## src/hdl/mta_pkg.sv

```systemverilog
`timescale 1ns / 1ps
`default_nettype none
package mta_pkg;
  localparam int GROUPS = 12;
  localparam int NLAGS = 8 * GROUPS + 8;
  localparam int LAG_W = $clog2(NLAGS);
  localparam int GRP_W = $clog2(GROUPS);
  localparam logic [47:0] MAX48 = 48'h7FFF_FFFF_FFFF;
  localparam logic [47:0] MIN48 = 48'h8000_0000_0000;
  localparam logic [63:0] MAX64 = 64'h7FFF_FFFF_FFFF_FFFF;
  localparam logic [63:0] MIN64 = 64'h8000_0000_0000_0000;
  localparam logic OP_PUSH = 1'b0;
  localparam logic OP_READ = 1'b1;

  // saturating 48-bit signed add
  function automatic logic [47:0] sat_add48(input logic [47:0] a, input logic [47:0] b);
    logic [48:0] s;
    s = {a[47], a} + {b[47], b};
    if (s[48] != s[47]) sat_add48 = s[48] ? MIN48 : MAX48;
    else sat_add48 = s[47:0];
  endfunction

  // saturating 64-bit signed add
  function automatic logic [63:0] sat_add64(input logic [63:0] a, input logic [63:0] b);
    logic [64:0] s;
    s = {a[63], a} + {b[63], b};
    if (s[64] != s[63]) sat_add64 = s[64] ? MIN64 : MAX64;
    else sat_add64 = s[63:0];
  endfunction

  // base address of a group in the lag stores
  function automatic logic [LAG_W-1:0] grp_base(input logic [GRP_W-1:0] g);
    logic [LAG_W+GRP_W:0] b;
    b = (g == '0) ? '0 : ({{(LAG_W+1){1'b0}}, g} << 3) + (LAG_W+GRP_W+1)'(8);
    grp_base = b[LAG_W-1:0];
  endfunction
endpackage
`default_nettype wire

```

## src/hdl/mta_mac.sv

```systemverilog
`timescale 1ns / 1ps
`default_nettype none
// shared multiplier unit: registered 32x32 signed product
// zero bins and ring slots stay within 28 signed bits, so the product never clamps
module mta_mac import mta_pkg::*; (
  input  wire logic               clk,
  input  wire logic signed [31:0] a,
  input  wire logic signed [31:0] b,
  output logic         [63:0]     prod_sat_r
);
  logic signed [63:0] p;

  // signed product of bounded operands
  assign p = a * b;

  always_ff @(posedge clk) begin
    prod_sat_r <= p;
  end
endmodule
`default_nettype wire

```

## config.mk

```make
export PLATFORM = sky130hd
export DESIGN_NAME = mta_mac
export DESIGN_NICKNAME = d
export VERILOG_FILES = /design/src/hdl/mta_pkg.sv /design/src/hdl/mta_mac.sv
export SDC_FILE = /design/constraint.sdc
export NUM_CORES = 2
export LEC_CHECK = 0
export BUFFER_PORTS_ARGS = -buffer_cell sky130_fd_sc_hd__buf_2
export CAP_MARGIN = 5
export CORE_MARGIN = 2
export CORE_UTILIZATION = 50
export DETAILED_ROUTE_END_ITERATION = 8
export HOLD_SLACK_MARGIN = 0.12
export PLACE_DENSITY_LB_ADDON = 0.1
export SETUP_SLACK_MARGIN = 0.2
export SLEW_MARGIN = 20
export SYNTH_ARGS = -nofsm -noshare
export SYNTH_HDL_FRONTEND = slang
export SYNTH_SLANG_ARGS = --single-unit
```

## constraint.sdc

```tcl
create_clock -name clk -period 10.2 [get_ports clk]
set_input_delay 2.04 -clock clk [delete_from_list [all_inputs] [get_ports clk]]
set_output_delay 2.04 -clock clk [all_outputs]
set_load 0.05 [all_outputs]
```

==> results.json <==
{
  "max_freq_mhz": 104,
  "hp-class": "in2reg",
  "via_count": 25800,
  "grt_pass1_wl_mm": 166,
  "grtUsageMet3_pct": 1.92,
  "rsz0062_at_grt": "no",
  "numCtsBuffers": 9,
  "drive_above_1_share_pct": 6.38,
  "yosys.area.top_type_share_pct": 57.6,
  "synth-seq-area-share_pct": 3.40,
  "overflow": 0,
  "synth_top_family_by_area": "adder cells",
  "cts.reportedPaths.clkPinSlew_ns": 0.06,
  "yosysMostFrequentCell": "fa_1",
  "status": "finished, final reports clean",
  "cts_setup_buffers": 0,
  "slew_viol_final": 0,
  "cts_tree": "yes",
  "worst_path_max_delay_cell": "fa_1",
  "startpoint_type": "input port",
  "worstPathArrival_ns": 9.87,
  "crit_type": "in2reg",
  "drcViolationCount": 0,
  "setup_tns_ns": 0,
  "syn_inst": 3949,
  "synth_simple_gate_area_share_pct": 15.7,
  "final_core_util_pct": 53.1,
  "cts_root_buffer": "clkbuf_16",
  "largest_reg_flops": 64,
  "die_area_mm2": 0.0775,
  "drt-vias-per-instance": 5.25,
  "synth_cell_types": 70,
  "top_regs": "prod_sat_r (64)",
  "htreeDepth": 3,
  "synth_mux_area_share_pct": 0,
  "synthAdderAreaFrac_pct": 63.7,
  "syn_area_mm2": 0.0376,
  "min_period_ns": 9.61,
  "place.gp.congestion": 0.893,
  "drt-initial-drc-count": 1261,
  "cpMostUsedCell": "fa_1",
  "io_pins": 129,
  "ys_top_cells_by_count": "fa_1 (1082), inv_1 (949), nand2_1 (524), and2_1 (513), clkbuf_1 (200)",
  "final_hold_viol_count": 0,
  "initial_core_util_pct": 50.6,
  "synth_warnings": 0,
  "max_stage_delay_ns": 0.58,
  "dp.cells": 4903,
  "wirelength_mm": 104,
  "grt_pass1_vias": 29200,
  "grtUsageMet1_pct": 33.7,
  "grt_max_degree": 33,
  "synth_xor_area_share_pct": 1.72,
  "wl_per_cell_um": 21.1,
  "cp_max_fo": 20,
  "use_met2_pct": 53.4,
  "dp_slack_ns": 0.294,
  "finalCritPeriodShare_pct": 94.2,
  "syn_to_final_growth_pct": 5.03,
  "drt_first_pass_iters": 6,
  "required_ns": 10.46,
  "ant_nets": 0,
  "stdcell_count": 4922,
  "die_width_um": 278,
  "final-setup-viol-count": 0,
  "ys.flop_type": "dfxtp_1",
  "antenna_found_initial": 5,
  "setup_ws_ns": 0.594,
  "port_buffers": 128,
  "clock_path_buffers": 2,
  "dpl.hpwl_mm": 88.7,
  "syn-num-nets": 5280,
  "async_flop_share_pct": 0,
  "fill_cells": 7006,
  "coreArea_mm2": 0.0744,
  "syn_avg_cell_area_um2": 9.53,
  "synth-seq-cells": 64,
  "drv_cap": 0,
  "hold_buffers": 0,
  "crit_path_end_kind": "flop",
  "finalNetCount": 5276,
  "timing.slew.headroom_pct": 41.7,
  "cts_resized": 0,
  "fp-row-count": 100,
  "clkSinkCount": 64,
  "synth_edf_count": 0,
  "fp.dieH_um": 278,
  "grtUsageTotal_pct": 28.2,
  "largest_register": "prod_sat_r",
  "top_usage_layer": "met2",
  "yosys.area.top_type": "fa_1",
  "synth.area.top_cells": "fa_1 (58%), inv_1 (9.5%), and2_1 (8.5%)",
  "max_slew.worst_pin.slew_ns": 0.875,
  "synth-compound-area-share_pct": 3.84
}
path summary, 6_finish.rpt:
| check | slack, ns | cells past startpoint | endpoint | from |
|---|---|---|---|---|
| setup / recovery | 0.59 | 25 | prod_sat_r[62]$_DFF_P_ | a[21] |
| hold / removal | 2.24 | 2 | prod_sat_r[0]$_DFF_P_ | b[0] |
final cells by class:
class	instances	area [um^2]	share of cell area, %
antenna	3	7.51	0.0190
clock buffer	11	243	0.614
clock inverter	5	80.1	0.203
inverter	949	3560	9.01
multi-input combinational	2722	32000	80.9
sequential	64	1280	3.24
tap	969	1210	3.07
timing repair buffer	199	1170	2.97
per-layer routing:
metal / vias to the layer above / share of wire [%]
met1: 13900 / 38
li1: 11200 / -
met4: 2 / 4.1
met2: 513 / 55
met3: 169 / 2.6
met5: - / 0.012
cells in the final DEF (no fill, tap or decap), types with 5 or more instances in the layout:
cell / Yosys / routed
nand2_1: 524 / 524
and3_1: 9 / 9
a31oi_1: 5 / 5
inv_1: 949 / 949
a21o_1: 33 / 33
xor2_1: 22 / 22
o211ai_1: 5 / 5
nand4_1: 11 / 11
buf_4: 0 / 71
a21oi_1: 63 / 63
buf_2: 10 / 128
xnor2_1: 52 / 52
nand2b_1: 13 / 13
dfxtp_1: 64 / 64
nor2b_1: 8 / 8
nand3_1: 17 / 17
ha_1: 184 / 184
o21ai_0: 36 / 36
clkbuf_16: 0 / 9
nor2_1: 61 / 61
and2_1: 513 / 513
nor3_1: 7 / 7
fa_1: 1082 / 1082
a21oi_2: 5 / 5
a211o_1: 5 / 5
metrics by stage:
| stage | cell area, um^2 | hold slack (ns) |
|---|---|---|
| floorplan | 37600 | 2.17 |
| global placement | 39200 | 2.51 |
| detailed placement | 39200 | 2.51 |
| CTS | 39500 | 2.23 |
| global route | 39500 | 2.24 |
| finish | 39500 | 2.24 |
cell families (layout without fill, tap and decap cells):
group           after synthesis  count (layout)
compound gates              204             204
xor+xnor                     74              74
fa+ha+maj                  1266            1266
buf+inv                    1163            1164
flops                        64              64
other cells                   0               3
simple gates               1178            1178
critical path, delay by kind of cell:
| kind | cells | cell delay, ns |
|---|---|---|
| buffers and inverters | 6 | 0.92 |
| xor gates and xnor gates | 1 | 0.15 |
| and+or+nand+nor | 3 | 0.80 |
| adders and majority gates | 9 | 4.33 |
| AOI/OAI and AO/OA | 6 | 1.58 |
Power is left out: the tool's default activity adds up to more than one toggle a clock period on the data nets, which glitch-free logic cannot reach.
